===== src/rtl/core/combination_generator_macros.svh =====
// Assertion macros for the combination generator.
// Expects aclk and aresetn in the scope of each use; no other dependencies.
`ifndef COMBINATION_GENERATOR_MACROS_SVH
`define COMBINATION_GENERATOR_MACROS_SVH

// Check a consequence in the same cycle as its trigger
`define CG_ASSERT_NOW(label, ante, cons, msg) \
    label: assert property (@(posedge aclk) disable iff (!aresetn) (ante) |-> (cons)) \
        else $error(msg);

// Check a consequence in the cycle after its trigger
`define CG_ASSERT_NEXT(label, ante, cons, msg) \
    label: assert property (@(posedge aclk) disable iff (!aresetn) (ante) |=> (cons)) \
        else $error(msg);

`endif


===== src/rtl/core/cg_pkg.sv =====
// Shared types, widths and codes of the combination generator.
// No dependencies; used by every module of the block.
package cg_pkg;

    localparam int ELEM_W      = 64;
    localparam int IDX_W       = 7;
    localparam int CNT_W       = 4;
    localparam int CMD_W       = 2;
    localparam int EIDX_W      = 6;
    localparam int STAT_W      = 2;
    localparam int NUM_MEMBERS = 8;
    localparam int SLOT_W      = 3;

    // Command codes
    localparam logic [CMD_W-1:0] CMD_LOAD    = 2'd0;
    localparam logic [CMD_W-1:0] CMD_RESTART = 2'd1;
    localparam logic [CMD_W-1:0] CMD_NEXT    = 2'd2;

    // Status codes
    localparam logic [STAT_W-1:0] ST_COMBO     = 2'd0;
    localparam logic [STAT_W-1:0] ST_ACK       = 2'd1;
    localparam logic [STAT_W-1:0] ST_EXHAUSTED = 2'd2;
    localparam logic [STAT_W-1:0] ST_CFG_ERR   = 2'd3;

    // Register index codes (byte address bit 2)
    localparam logic REG_SET_SIZE     = 1'b0;
    localparam logic REG_CHOOSE_COUNT = 1'b1;

    typedef logic [ELEM_W-1:0] cg_word_t;

    typedef struct packed {
        logic [IDX_W-1:0] set_size;
        logic [CNT_W-1:0] choose_count;
        logic             restart;
    } cg_cfg_t;

    typedef struct packed {
        logic [NUM_MEMBERS-1:0][ELEM_W-1:0] member;
        logic                               final_combo;
        logic [STAT_W-1:0]                  status;
    } cg_result_t;

endpackage


===== src/rtl/core/cg_elem_store.sv =====
// Element store: one write port, one read port with registered read data.
// Depends on cg_pkg for the word type.
module cg_elem_store #(
    parameter int DEPTH = 64
) (
    input  logic                      aclk,
    input  logic                      wr_en,
    input  logic [$clog2(DEPTH)-1:0]  wr_addr,
    input  cg_pkg::cg_word_t          wr_data,
    input  logic                      rd_en,
    input  logic [$clog2(DEPTH)-1:0]  rd_addr,
    output cg_pkg::cg_word_t          rd_data
);

    cg_pkg::cg_word_t mem [DEPTH];
    cg_pkg::cg_word_t rd_data_reg;

    // Write the loaded word, read one word a cycle
    always_ff @(posedge aclk) begin
        if (wr_en) begin
            mem[wr_addr] <= wr_data;
        end
        if (rd_en) begin
            rd_data_reg <= mem[rd_addr];
        end
    end

    assign rd_data = rd_data_reg;

endmodule


===== config.mk =====
export PLATFORM = sky130hd
export DESIGN_NAME = cg_elem_store
export DESIGN_NICKNAME = d
export VERILOG_FILES = /design/src/rtl/core/combination_generator_macros.svh /design/src/rtl/core/cg_pkg.sv /design/src/rtl/core/cg_elem_store.sv
export SDC_FILE = /design/constraint.sdc
export NUM_CORES = 2
export LEC_CHECK = 0
export BUFFER_PORTS_ARGS = -buffer_cell sky130_fd_sc_hd__buf_2
export CELL_PAD_IN_SITES_DETAIL_PLACEMENT = 1
export CELL_PAD_IN_SITES_GLOBAL_PLACEMENT = 1
export CORE_ASPECT_RATIO = 0.5
export CORE_MARGIN = 2
export CORE_UTILIZATION = 40
export DETAILED_ROUTE_END_ITERATION = 8
export PLACE_DENSITY = 0.71
export SYNTH_ARGS = -nofsm -noshare
export SYNTH_HDL_FRONTEND = slang
export SYNTH_SLANG_ARGS = --single-unit

===== constraint.sdc =====
create_clock -name aclk -period 7.2 [get_ports aclk]
set_clock_uncertainty 0.15 [all_clocks]
set_input_delay 1.44 -clock aclk [delete_from_list [all_inputs] [get_ports aclk]]
set_output_delay 1.44 -clock aclk [all_outputs]
set_load 0.01 [all_outputs]

=== Word level (Yosys, flattened, before mapping) ===
Memory sizes are Yosys's and may differ from the RTL's. A register that Yosys moved wholly into a read port is not among the register bits.
Index checks and enable logic that the tools add are counted.

* Memory bits (writable): 4096
* Register bits after elaboration: 0
* Output and inout bits: 64
* Bits of input ports: 79
* Memories: 1
* Word-level logic and storage cells: 3

* Muxes and demuxes: 2

{| class="wikitable"
|+ Memory list
! name !! depth !! width !! read ports !! clocked after Yosys merged registers in !! wr ports !! line !! text
|-
| mem || 64 || 64 || 1 || 1 || 1 || cg_elem_store.sv:15 || <nowiki>cg_pkg::cg_word_t mem [DEPTH];</nowiki>
|}

{| class="wikitable"
|+ Operators by type and width
! operator !! count
|-
| two-way mux 1 bit || 2
|}

=== Logic depth before layout (Yosys ltp) ===
* Depth in word-level cells: 2
* Mapped depth: 9
* Mapped depth without buffers: 5

=== Worst setup path after synthesis ===
OpenSTA, ideal clock, no wires.

* Path type: input to register
* Start: in wr_addr[3]
* End: mem mem[48][0] (netlist name), enable pin
* Data required time: 6486 ps
* Data arrival time: 6312 ps
* Setup time: 564 ps
* Slack: 174 ps
* Buffers on the path: 1
* Cell stages on the path: 4
* Cells stage by stage: clkbuf_1 -> nor2b_1 -> nand4b_1 -> nor3_1

{| class="wikitable"
|+ RTL lines
! element !! line !! text
|-
| start, declared || cg_elem_store.sv:8 || <nowiki>input logic [$clog2(DEPTH)-1:0] wr_addr,</nowiki>
|-
| end, declared || cg_elem_store.sv:15 ||
|}

No word-level cell before the write port.

=== Worst setup path in the final report ===
* Start: in wr_addr[1]
* End: mem mem[39][14] (netlist name), enable pin

No word-level cell before the write port.

==> reports/metrics.yaml <==
run_status:
  status: "finished, final reports clean"
timing:
  slew_viol_final: 0
  setup_tns_ns: 0
  fmax_ghz: 0.246
  rsz0062_at_grt: "false"
  finalCriticalPeriod_ns: 4.06
  period_share_pct: 56.5
  timing.final.hold_violations: 0
  holdWs_ns: 0.793
  tightest_slew_ns: 1.46
  slew_headroom_pct: 2.24
  setup_viol: 0
routing:
  viasPerCell: 6.23
  wl_per_cell_um: 37.1
  postRouteAntennaNets: 0
  routed_wl_um: 466000
  vias: 78334
  drtIter0Drc: 12552
  drc_errors: 0
  drt_pass1_iterations: 6
place:
  port_buffers: 142
  post-dp-hpwl_um: 251000
  place_inst: 11834
  gp_congestion: 0.793
clock_network:
  htree_levels: 5
  cts_setup_buffers: 0
  clk_pin_slew_worst_paths_ns: 0.07
  cts_made_buffers: 384
  worst_skew_pair.late_latency_ns: 0.92
  root_buffer: "clkbuf_16"
  ctsHoldBuffers: 0
  cts-resized-gates: 0
  clockBufferDepth: 4
  cts_tree: "done"
  cts.sinks: 4160
synthesis:
  synth_cell_types: 32
  synth_most_common_cell: "edfxtp_1"
  synth_area_leader_cell: "edfxtp_1"
  synthArstFlopShare_pct: 0
  syn_area_per_cell_um2: 23.8
  synthFlopType: "edfxtp_1"
  seq_area_frac_synth_pct: 79.6
  yosys_warnings: 0
  synth_edf_count: 4160
  synth_top_area_share_pct: 79.6
  synthCells: 6598
  yosys-top-cells-area: "edfxtp_1 (80%), mux4_2 (15%), mux2i_1 (0.86%)"
  syn_nets: 6677
  synthTopCellsByCount: "edfxtp_1 (4160), mux4_2 (1024), buf_2 (170)"
  syn-cell-area_um2: 157000
  ys_ff_latch: 4160
global_routing:
  grt_max_degree: 104
  grt_pass1_vias: 79628
  gr-total-overflow: 0
  grt_pass1_wl_um: 645000
  antenna_found_initial: 72
  grtUsageTotal_pct: 23.1
run:
  drv_cap: 0
layout:
  largest_reg_flops: 4096
  syn_to_final_growth_pct: 13.2
  nets: 7051
  ff_latch_area_um2: 125000
  finalNonFillerCells: 12576
  layout-drive-gt1-share_pct: 27.5
  multiInputGateArea_um2: 30800
  nFillCells: 35032
  final_util_pct: 45.6
worst_setup_path:
  cp_max_fo: 23
  arrival_ns: 4.45
  startpoint_type: "input port"
  critPathKind: "in2reg"
  crit_path_end_kind: "flop"
  cp.required_ns: 7.58
floorplanning:
  io_pins: 143
  core_um2: 390000
  fp.dieW_um: 890
  rows: 162
  start_util_pct: 40.2
  dieArea_um2: 398000
  die-height_um: 447
pwr:
  power.density_nw_per_um2: 279
  peakVddDrop_v: 0.000220
  p_leak_nw: 54.5
hold_path:
  hp-class: "reg2reg"
==> critical path, cell delays in order <==
cell	delay, ns
buf_2	0.20
nand4_1	0.75
nor2_4	1.26
buf_4	0.61
==> logic make-up (layout without fill, tap and decap cells) <==
kind of cell	Yosys count	in the layout	synth area share, %
AO/OA/AOI/OAI	504	504	2.47
buffers and inverters	389	1065	1.18
flip-flops	4160	4160	79.6
multiplexers	1159	1159	15.6
other	0	54	0
AND/OR/NAND/NOR	386	386	1.23
==> routing by layer <==
metal / track usage, % / vias up / part of all wire [%]
met5: 0 / - / 0.062
met4: 7.61 / 26 / 3.5
met3: 5.52 / 894 / 12
met2: 36.0 / 5503 / 47
met1: 32.2 / 42571 / 37
li1: - / 29340 / -
==> cell usage in the layout, fill, tap and decap left out, types with 3 or more instances in the layout <==
cell        Yosys  layout
edfxtp_1     4160    4160
mux4_2       1024    1024
clkbuf_16       0     401
a22oi_1       168     168
buf_4          34     160
buf_2         170     138
mux2i_1       135     135
clkinv_1        0      94
a22o_1         88      88
clkbuf_1      140      87
o22ai_1        83      83
nor2_4          0      65
and3_1         64      64
a211oi_1       63      63
buf_12          0      58
diode_2         0      54
nand2_1        58      54
clkinv_2        0      53
nor2_1        112      47
nand3_1        45      45
o221ai_1       38      38
bufinv_16       0      35
or3_1          29      29
or2_2          28      28
a41oi_1        26      26
nor2b_1        28      24
inv_1          19      19
a2bb2oi_1      19      19
a31oi_1        18      18
clkinvlp_4      0      11
nand2b_1       11       9
inv_6           0       4
nor2b_4         0       3
==> path summary, 6_finish.rpt <==
kind	from	to	slack, ns	cells past startpoint
min reg2reg	mem[31][61]	rd_data[61]	0.79	4
max reg2reg	mem[38][40]	rd_data[40]	4.93	4
max	wr_addr[1]	mem[39][14]	3.14	4
min	mem[31][61]	rd_data[61]	0.79	4
==> where the power goes <==
part | total [mW] | leakage, nW | switching [mW] | internal, mW
clock network | 20.2 | 5.93 | 8.82 | 11.4
logic | 2.30 | 11.1 | 1.47 | 0.827
registers | 27.0 | 37.5 | 0.110 | 26.9
total | 49.5 | 54.5 | 10.4 | 39.1
==> layout make-up <==
| class | instances | share of cell area [%] |
|---|---|---|
| Clock inverter | 200 | 1.03 |
| Sequential cell | 4160 | 70.3 |
| Timing Repair Buffer | 358 | 1.73 |
| Clock buffer | 488 | 5.83 |
| Tap cell | 5248 | 3.69 |
| Inverter | 19 | 0.0401 |
| Multi-Input combinational cell | 2049 | 17.3 |
| Antenna cell | 54 | 0.0760 |
==> stage by stage <==
stage               total power, mW  setup WS (ns)  cell area [um2]
global placement               29.7           2.27           165000
global route                   50.6           3.00           178000
detailed placement             29.8           2.27           165000
CTS                            49.6           3.21           178000
floorplan                      28.7          0.174           157000
finish                         49.5           3.14           178000
Power figures use the tool's default switching activity.
