`config.mk`:
```
export PLATFORM = sky130hd
export DESIGN_NAME = cg_enum_ctrl
export DESIGN_NICKNAME = d
export VERILOG_FILES = /design/src/rtl/core/combination_generator_macros.svh /design/src/rtl/core/cg_pkg.sv /design/src/rtl/core/cg_enum_ctrl.sv
export SDC_FILE = /design/constraint.sdc
export NUM_CORES = 1
export LEC_CHECK = 0
export BUFFER_PORTS_ARGS = -buffer_cell sky130_fd_sc_hd__buf_2
export CORE_AREA = 2 2 294 296
export CTS_CLUSTER_DIAMETER = 120
export CTS_CLUSTER_SIZE = 10
export DETAILED_ROUTE_END_ITERATION = 7
export DIE_AREA = 0 0 296 298
export GPL_TIMING_DRIVEN = 0
export PLACE_DENSITY = 0.56
export REMOVE_ABC_BUFFERS = 1
export SLEW_MARGIN = 20
export SYNTH_ARGS = -nofsm -noshare
export SYNTH_HDL_FRONTEND = slang
export SYNTH_SLANG_ARGS = --single-unit
export TNS_END_PERCENT = 100
```
`constraint.sdc`:
```
create_clock -name aclk -period 25.5 [get_ports aclk]
set_input_delay 5.1 -clock aclk [delete_from_list [all_inputs] [get_ports aclk]]
set_output_delay 5.1 -clock aclk [all_outputs]
set_load 0.05 [all_outputs]
```
`src/rtl/core/combination_generator_macros.svh`:
```
// Assertion macros for the combination generator.
// Expects aclk and aresetn in the scope of each use; no other dependencies.
`ifndef COMBINATION_GENERATOR_MACROS_SVH
`define COMBINATION_GENERATOR_MACROS_SVH

// Check a consequence in the same cycle as its trigger
`define CG_ASSERT_NOW(label, ante, cons, msg) \
    label: assert property (@(posedge aclk) disable iff (!aresetn) (ante) |-> (cons)) \
        else $error(msg);

// Check a consequence in the cycle after its trigger
`define CG_ASSERT_NEXT(label, ante, cons, msg) \
    label: assert property (@(posedge aclk) disable iff (!aresetn) (ante) |=> (cons)) \
        else $error(msg);

`endif

```
`src/rtl/core/cg_pkg.sv`:
```
// Shared types, widths and codes of the combination generator.
// No dependencies; used by every module of the block.
package cg_pkg;

    localparam int ELEM_W      = 64;
    localparam int IDX_W       = 7;
    localparam int CNT_W       = 4;
    localparam int CMD_W       = 2;
    localparam int EIDX_W      = 6;
    localparam int STAT_W      = 2;
    localparam int NUM_MEMBERS = 8;
    localparam int SLOT_W      = 3;

    // Command codes
    localparam logic [CMD_W-1:0] CMD_LOAD    = 2'd0;
    localparam logic [CMD_W-1:0] CMD_RESTART = 2'd1;
    localparam logic [CMD_W-1:0] CMD_NEXT    = 2'd2;

    // Status codes
    localparam logic [STAT_W-1:0] ST_COMBO     = 2'd0;
    localparam logic [STAT_W-1:0] ST_ACK       = 2'd1;
    localparam logic [STAT_W-1:0] ST_EXHAUSTED = 2'd2;
    localparam logic [STAT_W-1:0] ST_CFG_ERR   = 2'd3;

    // Register index codes (byte address bit 2)
    localparam logic REG_SET_SIZE     = 1'b0;
    localparam logic REG_CHOOSE_COUNT = 1'b1;

    typedef logic [ELEM_W-1:0] cg_word_t;

    typedef struct packed {
        logic [IDX_W-1:0] set_size;
        logic [CNT_W-1:0] choose_count;
        logic             restart;
    } cg_cfg_t;

    typedef struct packed {
        logic [NUM_MEMBERS-1:0][ELEM_W-1:0] member;
        logic                               final_combo;
        logic [STAT_W-1:0]                  status;
    } cg_result_t;

endpackage

```
`src/rtl/core/cg_enum_ctrl.sv`:
```
// Enumeration sequencer: index memory, pivot scan and result assembly.
// Depends on cg_pkg; drives the element store ports.
module cg_enum_ctrl #(
    parameter int MAX_ELEMENTS = 64,
    parameter int MAX_CHOOSE   = 8
) (
    input  logic                              aclk,
    input  logic                              aresetn,
    input  cg_pkg::cg_cfg_t                   cfg,
    input  logic                              s_valid,
    output logic                              s_ready,
    input  logic [cg_pkg::CMD_W-1:0]          command,
    input  logic [cg_pkg::EIDX_W-1:0]         elem_index,
    input  cg_pkg::cg_word_t                  elem_value,
    output logic                              st_wr_en,
    output logic [$clog2(MAX_ELEMENTS)-1:0]   st_wr_addr,
    output cg_pkg::cg_word_t                  st_wr_data,
    output logic                              st_rd_en,
    output logic [$clog2(MAX_ELEMENTS)-1:0]   st_rd_addr,
    input  cg_pkg::cg_word_t                  st_rd_data,
    output logic                              res_valid,
    input  logic                              res_ready,
    output cg_pkg::cg_result_t                res
);

    localparam int SAW    = $clog2(MAX_ELEMENTS);
    localparam int CDEPTH = MAX_CHOOSE + 2;
    localparam int CAW    = $clog2(CDEPTH);
    localparam int IW     = cg_pkg::IDX_W;
    localparam int TW     = cg_pkg::CNT_W;

    localparam logic [2:0] S_INIT = 3'd0;
    localparam logic [2:0] S_IDLE = 3'd1;
    localparam logic [2:0] S_RUN  = 3'd2;
    localparam logic [2:0] S_TAIL = 3'd3;
    localparam logic [2:0] S_RESP = 3'd4;

    // Index memory
    logic [IW-1:0]  cmem [CDEPTH];
    logic [IW-1:0]  cm_rdata_reg;
    logic           cm_we;
    logic [CAW-1:0] cm_waddr;
    logic [IW-1:0]  cm_wdata;
    logic           cm_re;
    logic [CAW-1:0] cm_raddr;

    // Control state
    logic [2:0]     state_reg, state_next;
    logic           ack_pend_reg, ack_pend_next;
    logic [CAW-1:0] init_cnt_reg, init_cnt_next;
    logic [TW-1:0]  pivot_reg, pivot_next;
    logic           done_reg, done_next;
    logic [CAW-1:0] rd_cnt_reg, rd_cnt_next;
    logic           rd_act_reg, rd_act_next;
    logic           ci_vld_reg, ci_vld_next;
    logic [CAW-1:0] ci_k_reg, ci_k_next;
    logic           st_vld_reg, st_vld_next;
    logic [cg_pkg::SLOT_W-1:0] st_k_reg, st_k_next;
    logic           ident_reg, ident_next;
    logic           scan_on_reg, scan_on_next;
    logic [IW-1:0]  prev_reg, prev_next;
    logic           tw_en_reg, tw_en_next;
    logic [CAW-1:0] tw_addr_reg, tw_addr_next;
    logic [IW-1:0]  tw_data_reg, tw_data_next;

    // Result under construction
    logic [cg_pkg::NUM_MEMBERS-1:0][cg_pkg::ELEM_W-1:0] wk_member_reg, wk_member_next;
    logic                      wk_final_reg, wk_final_next;
    logic [cg_pkg::STAT_W-1:0] wk_status_reg, wk_status_next;

    // Derived values
    logic [TW-1:0] t_val;
    logic [IW-1:0] n_val;
    logic [TW-1:0] teff;
    logic [TW:0]   t_ext, t_p1, teff_ext, teff_p1;
    logic [TW:0]   ck5, rk5, ik5;
    logic [TW-1:0] piv_sel;
    logic [IW:0]   x_val, c_ext;
    logic          cfg_bad;
    logic          ident;

    assign t_val    = cfg.choose_count;
    assign n_val    = cfg.set_size;
    assign teff     = (32'(t_val) > MAX_CHOOSE) ? TW'(MAX_CHOOSE) : t_val;
    assign t_ext    = {1'b0, t_val};
    assign t_p1     = t_ext + (TW+1)'(1);
    assign teff_ext = {1'b0, teff};
    assign teff_p1  = teff_ext + (TW+1)'(1);
    assign ck5      = (TW+1)'(ci_k_reg);
    assign rk5      = (TW+1)'(rd_cnt_reg);
    assign ik5      = (TW+1)'(init_cnt_reg);
    assign piv_sel  = (pivot_reg > t_val) ? t_val : pivot_reg;
    assign x_val    = {1'b0, prev_reg} + (IW+1)'(1);
    assign c_ext    = {1'b0, cm_rdata_reg};
    assign ident    = ({{(IW-TW){1'b0}}, t_val} == n_val);
    assign cfg_bad  = (t_val == '0) || (32'(t_val) > MAX_CHOOSE)
                   || (32'(n_val) > MAX_ELEMENTS) || ({{(IW-TW){1'b0}}, t_val} > n_val);

    assign s_ready   = (state_reg == S_IDLE) && !cfg.restart;
    assign res_valid = (state_reg == S_RESP);
    assign res.member      = wk_member_reg;
    assign res.final_combo = wk_final_reg;
    assign res.status      = wk_status_reg;

    // Index memory: one write, one registered read per cycle
    always_ff @(posedge aclk) begin
        if (cm_we) begin
            cmem[cm_waddr] <= cm_wdata;
        end
        if (cm_re) begin
            cm_rdata_reg <= cmem[cm_raddr];
        end
    end

    // Sequencer next-state logic
    always_comb begin
        state_next     = state_reg;
        ack_pend_next  = ack_pend_reg;
        init_cnt_next  = init_cnt_reg;
        pivot_next     = pivot_reg;
        done_next      = done_reg;
        rd_cnt_next    = rd_cnt_reg;
        rd_act_next    = rd_act_reg;
        ci_vld_next    = 1'b0;
        ci_k_next      = ci_k_reg;
        st_vld_next    = 1'b0;
        st_k_next      = st_k_reg;
        ident_next     = ident_reg;
        scan_on_next   = scan_on_reg;
        prev_next      = prev_reg;
        tw_en_next     = tw_en_reg;
        tw_addr_next   = tw_addr_reg;
        tw_data_next   = tw_data_reg;
        wk_member_next = wk_member_reg;
        wk_final_next  = wk_final_reg;
        wk_status_next = wk_status_reg;
        cm_we          = 1'b0;
        cm_waddr       = '0;
        cm_wdata       = '0;
        cm_re          = 1'b0;
        cm_raddr       = rd_cnt_reg;
        st_wr_en       = 1'b0;
        st_wr_addr     = SAW'(elem_index);
        st_wr_data     = elem_value;
        st_rd_en       = 1'b0;
        st_rd_addr     = '0;

        unique case (state_reg)
            // Rewrite the index vector to the first combination
            S_INIT: begin
                cm_we      = 1'b1;
                cm_waddr   = init_cnt_reg;
                pivot_next = teff;
                done_next  = 1'b0;
                if (ik5 < teff_ext) begin
                    cm_wdata = IW'(init_cnt_reg);
                end else if (ik5 == teff_ext) begin
                    cm_wdata = n_val;
                end else begin
                    cm_wdata = '0;
                end
                if (ik5 == teff_p1) begin
                    state_next    = ack_pend_reg ? S_RESP : S_IDLE;
                    ack_pend_next = 1'b0;
                end else begin
                    init_cnt_next = init_cnt_reg + CAW'(1);
                end
            end

            // Take a command
            S_IDLE: begin
                if (s_valid && s_ready) begin
                    wk_member_next = '0;
                    wk_final_next  = 1'b0;
                    wk_status_next = cg_pkg::ST_ACK;
                    unique case (command)
                        cg_pkg::CMD_LOAD: begin
                            st_wr_en   = (32'(elem_index) < MAX_ELEMENTS);
                            state_next = S_RESP;
                        end
                        cg_pkg::CMD_RESTART: begin
                            state_next    = S_INIT;
                            init_cnt_next = '0;
                            ack_pend_next = 1'b1;
                        end
                        cg_pkg::CMD_NEXT: begin
                            priority if (cfg_bad) begin
                                wk_status_next = cg_pkg::ST_CFG_ERR;
                                state_next     = S_RESP;
                            end else if (done_reg) begin
                                wk_status_next = cg_pkg::ST_EXHAUSTED;
                                state_next     = S_RESP;
                            end else begin
                                wk_status_next = cg_pkg::ST_COMBO;
                                state_next     = S_RUN;
                                rd_cnt_next    = '0;
                                rd_act_next    = 1'b1;
                                ident_next     = ident;
                                tw_en_next     = 1'b0;
                                scan_on_next   = 1'b0;
                                priority if (ident) begin
                                    wk_final_next = 1'b1;
                                    done_next     = 1'b1;
                                end else if (piv_sel != '0) begin
                                    // Pivot still inside: set c[j-1] = j
                                    tw_en_next   = 1'b1;
                                    tw_addr_next = CAW'(piv_sel - TW'(1));
                                    tw_data_next = IW'(piv_sel);
                                    pivot_next   = piv_sel - TW'(1);
                                end else begin
                                    scan_on_next = 1'b1;
                                end
                            end
                        end
                        default: begin
                            state_next = S_RESP;
                        end
                    endcase
                end
            end

            // Stream the index vector: fetch members and scan for the pivot
            S_RUN: begin
                if (rd_act_reg) begin
                    cm_re       = 1'b1;
                    ci_vld_next = 1'b1;
                    ci_k_next   = rd_cnt_reg;
                    if (rk5 == t_p1) begin
                        rd_act_next = 1'b0;
                    end else begin
                        rd_cnt_next = rd_cnt_reg + CAW'(1);
                    end
                end
                if (ci_vld_reg) begin
                    if (ck5 < t_ext) begin
                        st_rd_en    = 1'b1;
                        st_rd_addr  = ident_reg ? SAW'(ci_k_reg) : SAW'(cm_rdata_reg);
                        st_vld_next = 1'b1;
                        st_k_next   = cg_pkg::SLOT_W'(ci_k_reg);
                    end
                    if (scan_on_reg) begin
                        priority if (ci_k_reg == '0) begin
                            prev_next = cm_rdata_reg;
                        end else if (ci_k_reg == CAW'(1)) begin
                            if (x_val < c_ext) begin
                                // Bump the lowest index
                                tw_en_next   = 1'b1;
                                tw_addr_next = '0;
                                tw_data_next = IW'(x_val);
                                pivot_next   = '0;
                                scan_on_next = 1'b0;
                            end else begin
                                prev_next = cm_rdata_reg;
                            end
                        end else begin
                            // Reset c[j-2] to its floor, then test c[j-1]+1 against c[j]
                            cm_we    = 1'b1;
                            cm_waddr = ci_k_reg - CAW'(2);
                            cm_wdata = IW'(ci_k_reg - CAW'(2));
                            if ((x_val != c_ext) || (ck5 > t_ext)) begin
                                scan_on_next = 1'b0;
                                if (ck5 > t_ext) begin
                                    pivot_next    = '0;
                                    done_next     = 1'b1;
                                    wk_final_next = 1'b1;
                                end else begin
                                    tw_en_next   = 1'b1;
                                    tw_addr_next = ci_k_reg - CAW'(1);
                                    tw_data_next = IW'(x_val);
                                    pivot_next   = TW'(ci_k_reg - CAW'(1));
                                end
                            end else begin
                                prev_next = cm_rdata_reg;
                            end
                        end
                    end
                end
                if (st_vld_reg) begin
                    wk_member_next[st_k_reg] = st_rd_data;
                end
                if (!rd_act_reg && !ci_vld_reg && !st_vld_reg) begin
                    state_next = S_TAIL;
                end
            end

            // Apply the pending index update
            S_TAIL: begin
                if (tw_en_reg) begin
                    cm_we    = 1'b1;
                    cm_waddr = tw_addr_reg;
                    cm_wdata = tw_data_reg;
                end
                tw_en_next = 1'b0;
                state_next = S_RESP;
            end

            // Hold the result until the output stage takes it
            S_RESP: begin
                if (res_ready) begin
                    state_next = S_IDLE;
                end
            end

            default: begin
                state_next = S_INIT;
            end
        endcase

        // A register write restarts the enumeration
        if (cfg.restart) begin
            state_next    = S_INIT;
            init_cnt_next = '0;
        end
    end

    // Control registers
    always_ff @(posedge aclk) begin
        if (!aresetn) begin
            state_reg    <= S_INIT;
            ack_pend_reg <= 1'b0;
            init_cnt_reg <= '0;
            pivot_reg    <= TW'(1);
            done_reg     <= 1'b0;
            rd_cnt_reg   <= '0;
            rd_act_reg   <= 1'b0;
            ci_vld_reg   <= 1'b0;
            st_vld_reg   <= 1'b0;
            ident_reg    <= 1'b0;
            scan_on_reg  <= 1'b0;
            tw_en_reg    <= 1'b0;
        end else begin
            state_reg    <= state_next;
            ack_pend_reg <= ack_pend_next;
            init_cnt_reg <= init_cnt_next;
            pivot_reg    <= pivot_next;
            done_reg     <= done_next;
            rd_cnt_reg   <= rd_cnt_next;
            rd_act_reg   <= rd_act_next;
            ci_vld_reg   <= ci_vld_next;
            st_vld_reg   <= st_vld_next;
            ident_reg    <= ident_next;
            scan_on_reg  <= scan_on_next;
            tw_en_reg    <= tw_en_next;
        end
    end

    // Payload registers
    always_ff @(posedge aclk) begin
        ci_k_reg      <= ci_k_next;
        st_k_reg      <= st_k_next;
        prev_reg      <= prev_next;
        tw_addr_reg   <= tw_addr_next;
        tw_data_reg   <= tw_data_next;
        wk_member_reg <= wk_member_next;
        wk_final_reg  <= wk_final_next;
        wk_status_reg <= wk_status_next;
    end

endmodule

```
# == Word level (Yosys, flattened, before mapping) ==
# Memory sizes are Yosys's and may differ from the RTL's. A register that Yosys moved wholly into a read port is not among the register bits.
# Cells that the tools add are included.
# totals
n_memories,1
output_inout_bits,595
regBits,563
ram_bits,70
# classes
eq_ne,37
mux,158
n_lt_le_gt_ge,10
n_addsub,9
reduce_logical,41
n_bitwise,4
# mem_list
memory,depth,word_bits,read_ports,rd_clocked_by_memory_dff,wr,line,rtl
cmem,10,7,1,1,1,cg_enum_ctrl.sv:39,logic [IW-1:0] cmem [CDEPTH];
# ops
operator,n
$mux 512,2
$pmux 512 s2,1
$bwmux 512,1
$demux 64 s3,1
$mux 7,24
$mux 4,35
$mux 1,64
$mux 64,1
$ne 2x2->1 const B,15
$mux 6,4
$pmux 4 s2,3
$pmux 4 s3,2
$mux 3,7
$pmux 7 s3,1
$ne 3x3->1 const B,5
$pmux 3 s5,1
$reduce_and 5->1,3
$pmux 7 s2,1
$reduce_and 13->1,1
$reduce_and 12->1,1
$reduce_and 4->1,3
$reduce_and 11->1,1
$add 4x1->5 const B,2
$eq 4x5->1,2
other kinds (44),78

# == Longest topological paths before layout ==
# logic_depth
word_depth,10
depth_mapped,14

# == Least setup slack after synthesis ==
# Ideal clock, no wire load.
# synth_timing
kind,input to register
startpoint,input cfg[0] (netlist bit)
endpoint,register wk_member_reg (netlist bit res[100]) (enable)
slack_ns,8.238
arrival_time_ns,16.362
path_stages,3
setup_time_ns,0.901
path_buffers,0
t_required_ns,24.599
cell_sequence,nor2_4 > nand2_2 > nand2_1
# synth_via
elab_chain_len,5
# synth_lines
element,line,rtl
"start, declared",cg_enum_ctrl.sv:9,"input cg_pkg::cg_cfg_t cfg,"
$logic_not 1->1,cg_enum_ctrl.sv:99,assign s_ready = (state_reg == S_IDLE) && !cfg.restart;
$logic_and 1x1->1,cg_enum_ctrl.sv:99,
$logic_and 1x1->1,cg_enum_ctrl.sv:172,if (s_valid && s_ready) begin
$ne 2x1->1 (no line),-,
$reduce_and 3->1 (no line),-,
"end signal, assigned",cg_enum_ctrl.sv:354,wk_member_reg <= wk_member_next;
"end, declared",cg_enum_ctrl.sv:67,"logic [cg_pkg::NUM_MEMBERS-1:0][cg_pkg::ELEM_W-1:0] wk_member_reg, wk_member_next;"
# No other way between the ends.
# A chain may end at the register's enable or synchronous reset.

# == Final worst setup path ==
# layout_timing
startpoint,input cfg[4] (netlist bit)
endpoint,output st_rd_en
# layout_via
elab_chain_len,4
# layout_lines
element,line,rtl
$lt 4x4->1,cg_enum_ctrl.sv:235,if (ck5 < t_ext) begin
$mux 1,cg_enum_ctrl.sv:235,
$mux 1,cg_enum_ctrl.sv:234,if (ci_vld_reg) begin
$mux 1,-,
"end, declared",cg_enum_ctrl.sv:18,"output logic st_rd_en,"
# No other way between the ends.

==> results.toml <==
[synth]
yosys_warnings = 0
ys_async_sr_fraction_pct = 0
yosysSeqAreaShare_pct = 62.86
post_synthesis_area_per_instance_um2 = 10.23
post_synth_num_cell_types = 71
ys_ff_latch = 640
synth_enable_flop_cells = 617
yosys_most_used_dff = "sky130_fd_sc_hd__edfxtp_1"
post_synth_inst_count = 2953
netlist_area_um2 = 30210

[drt]
vias = 24180
route.detailed.wl_per_inst_um = 25.26
route.antenna.remaining_nets = 0
remaining_drc_errors = 0
vias_per_cell = 5.307
dr.pass1.iters = 6
detailedRoute.firstIterationViolations = 2307
totalWireLength_um = 115100

[worst_setup_path]
reg2reg_setup_slack_ns = 20.85
timing_worst_setup_path_type = "primary input to output port"
crit_path_max_incr_delay_ns = 0.47
rr_worst_depth = 9
path_cells = "buf_2, inv_1, ha_1, a21oi_1, o21ai_0, or2_2, inv_1, buf_2"
cpLargestDelayFamily = "buffers and inverters"
cp_max_fo = 10
arrival_ns = 7.39
worst-path-stages = 8
data_required_critical_path_ns = 20.40
worst_setup_path_end_kind = "output port"
worst_path_max_delay_cell = "sky130_fd_sc_hd__or2_2"
r2r-start = "state_reg[1]$_SDFFE_PP0P_"
r2r_end = "res[508]$_SDFFCE_PN0P_"
crit_buf_inv = 4
critPathLaunchType = "primary input"

[floorplan]
floorplan.die_area_um2 = 88210
floorplan.initialDensity_pct = 35.59
core.rowCount = 107
floorplan.die.height_um = 298
fp.dieW_um = 296
core_area_um2 = 84880
num_io_pins = 747

[final_layout]
utilization_pct = 42.98
area_growth_pct = 20.77
drive_gt1_share_pct = 23.99
final_net_count = 3581
largest_register_ffs = 512
final_area_um2 = 36480
leading_cell_types_in_the_layout_fill_and_taps_excluded = "1066 x sky130_fd_sc_hd__nand2_1, 617 x sky130_fd_sc_hd__edfxtp_1, 606 x sky130_fd_sc_hd__buf_2, 549 x sky130_fd_sc_hd__a21oi_1, 73 x sky130_fd_sc_hd__clkbuf_16"
layout.cells.non_filler = 4556
layout.cells.most_common = "sky130_fd_sc_hd__nand2_1"

[power_and_ir_drop]
share_comb_of_total_power_pct = 8.7
seq_power_share_pct = 51.1
irDropWorstVdd_v = 0.00004937
sw_frac_of_total_pct = 24.73
power.internal_uw = 1749
power_density_nw_per_um2 = 63.69
total_leakage_power_uw = 0.01425
p_switching_uw = 574.6
clock_power_share_pct = 40.2

[placement]
place.detailed.hpwl_um = 82320
placed_area_um2 = 34510
place.port_buffers = 606
routabilityCongestion = 0.8871
place_inst = 4459

[clocking]
numClockSinks = 640
clock_tree.htree_level_count = 3
postCtsResizedCells = 0
cts_inserted_buffers = 73
cts_tree = "yes"
worst_skew_pair_later_pin_latency_ns = 0.62
post-cts-setup-buffer-count = 0
clock_tree.buffer_depth = 3
clock-root-buffer = "sky130_fd_sc_hd__clkbuf_16"
cts_hold_buffers = 0
clk_pin_slew_ns = 0.06

[job]
max_cap_violations = 0

[global_routing]
grt_pass1_vias = 22380
antenna_violations_before_repair = 11
largest_net_degree_at_the_start_of_global_routing = 61
grt-ovfl-total = 0
groute.usage.overall_pct = 25.02
grt_pass1_wl_um = 162900

[timing]
rsz_0062_raised_after_global_routing = "false"
worst_slew_pin_slew_ns = 1.127
peak_freq_mhz = 80.09
timing.setup.tns_ns = 0
final_period_minus_worst_setup_slack_ns = 12.49
finalSetupViolations = 0
final_count_of_pins_violating_max_slew = 0
hold_viol_final = 0
layout_worst_path_cycle_share_pct = 48.96
timing.max_slew.rel_slack_pct = 24.53
maximum_clock_skew_at_final_layout_ns = 0.03593

[hold_path]
hold_path_startpoint = "tw_en_reg$_SDFFE_PN0P_"
worstHoldPathCells = 2
hold_class = "flip-flop to flip-flop"
worst_hold_path.endpoint = "tw_en_reg$_SDFFE_PN0P_"

[status]
run_status = "complete, no violations"
-- power groups by stage --
stage                     combinational [µW]  clock, µW  sequential, µW
after CTS                                202        950            1190
after global routing                     219        986            1190
after floorplan                          137          0            1250
after detailed placement                 201          0            1210
final                                    203        933            1190
after global placement                   267          0            1220
-- tightest hold or removal path: stages (launching register included) --
cell	delay, ns
sky130_fd_sc_hd__dfxtp_1	0.31
sky130_fd_sc_hd__nand2_1	0.05
sky130_fd_sc_hd__o32ai_1	0.06
-- kinds of logic after synthesis --
kind of cell	after synthesis	share of synthesized area [%]
AOI/OAI and AO/OA	635	11.40
xor gates and xnor gates	26	0.7539
adders and majority gates	39	1.616
buffers and inverters	358	5.725
DFF	640	62.86
muxes	31	1.607
and+or+nand+nor	1224	16.03
-- cells in the mapped netlist (9+ instances only) --
master	count	area (µm²)
sky130_fd_sc_hd__inv_1	34	127.6
sky130_fd_sc_hd__dfxtp_1	23	460.4
sky130_fd_sc_hd__nand2_1	1068	4009
sky130_fd_sc_hd__buf_1	13	48.80
sky130_fd_sc_hd__buf_4	85	638.1
sky130_fd_sc_hd__clkbuf_2	46	230.2
sky130_fd_sc_hd__ha_1	39	488.0
sky130_fd_sc_hd__clkbuf_1	173	649.4
sky130_fd_sc_hd__mux4_2	14	315.3
sky130_fd_sc_hd__nor2b_1	14	87.58
sky130_fd_sc_hd__a211oi_1	10	75.07
sky130_fd_sc_hd__nor3_1	15	75.07
sky130_fd_sc_hd__edfxtp_1	617	18530
sky130_fd_sc_hd__mux2i_1	17	170.2
sky130_fd_sc_hd__nor2_1	66	247.7
sky130_fd_sc_hd__xor2_1	13	113.9
sky130_fd_sc_hd__xnor2_1	13	113.9
sky130_fd_sc_hd__o21ai_0	16	80.08
sky130_fd_sc_hd__nand4_1	9	56.30
sky130_fd_sc_hd__a21oi_1	549	2748
-- routing by layer --
metal  GRT usage, %  share of wire [%]  up-vias
li1               -                  -    10970
met1          31.33                 39    11780
met2          39.94                 46     1228
met3          8.571                 11      196
met4          8.874                3.6        8
met5          1.330               0.15        -
-- area by class of cell --
| cell class | count | area [µm²] |
|---|---|---|
| multi-input cells | 1955 | 9583 |
| well taps | 1144 | 1431 |
| fillers | 8318 | 48400 |
| clock buffers | 80 | 1853 |
| inverters | 34 | 127.6 |
| diodes | 11 | 27.53 |
| clock inverters | 6 | 78.83 |
| flip-flops and latches | 640 | 18990 |
| repair buffers | 686 | 4387 |
-- worst max path at each step --
stage | start | endpoint
final | cfg[4] | st_rd_en
after global routing | cfg[4] | st_rd_en
after CTS | cfg[4] | st_rd_en
after detailed placement | cfg[4] | st_rd_en
after global placement | cfg[0] | res[471]$_SDFFCE_PN0P_
after floorplan | cfg[0] | res[100]$_SDFFCE_PN0P_
-- stage by stage --
| stage | total power [µW] | setup slack [ns] | hold slack (ns) |
|---|---|---|---|
| finish | 2323 | 13.01 | 0.4680 |
| global route | 2394 | 12.87 | 0.4889 |
| CTS | 2340 | 13.01 | 0.4664 |
| detailed placement | 1410 | 13.01 | 0.4580 |
| global placement | 1492 | 1.438 | 0.4573 |
| floorplan | 1384 | 8.237 | 0.4264 |
(Power assumes the default switching activity.)
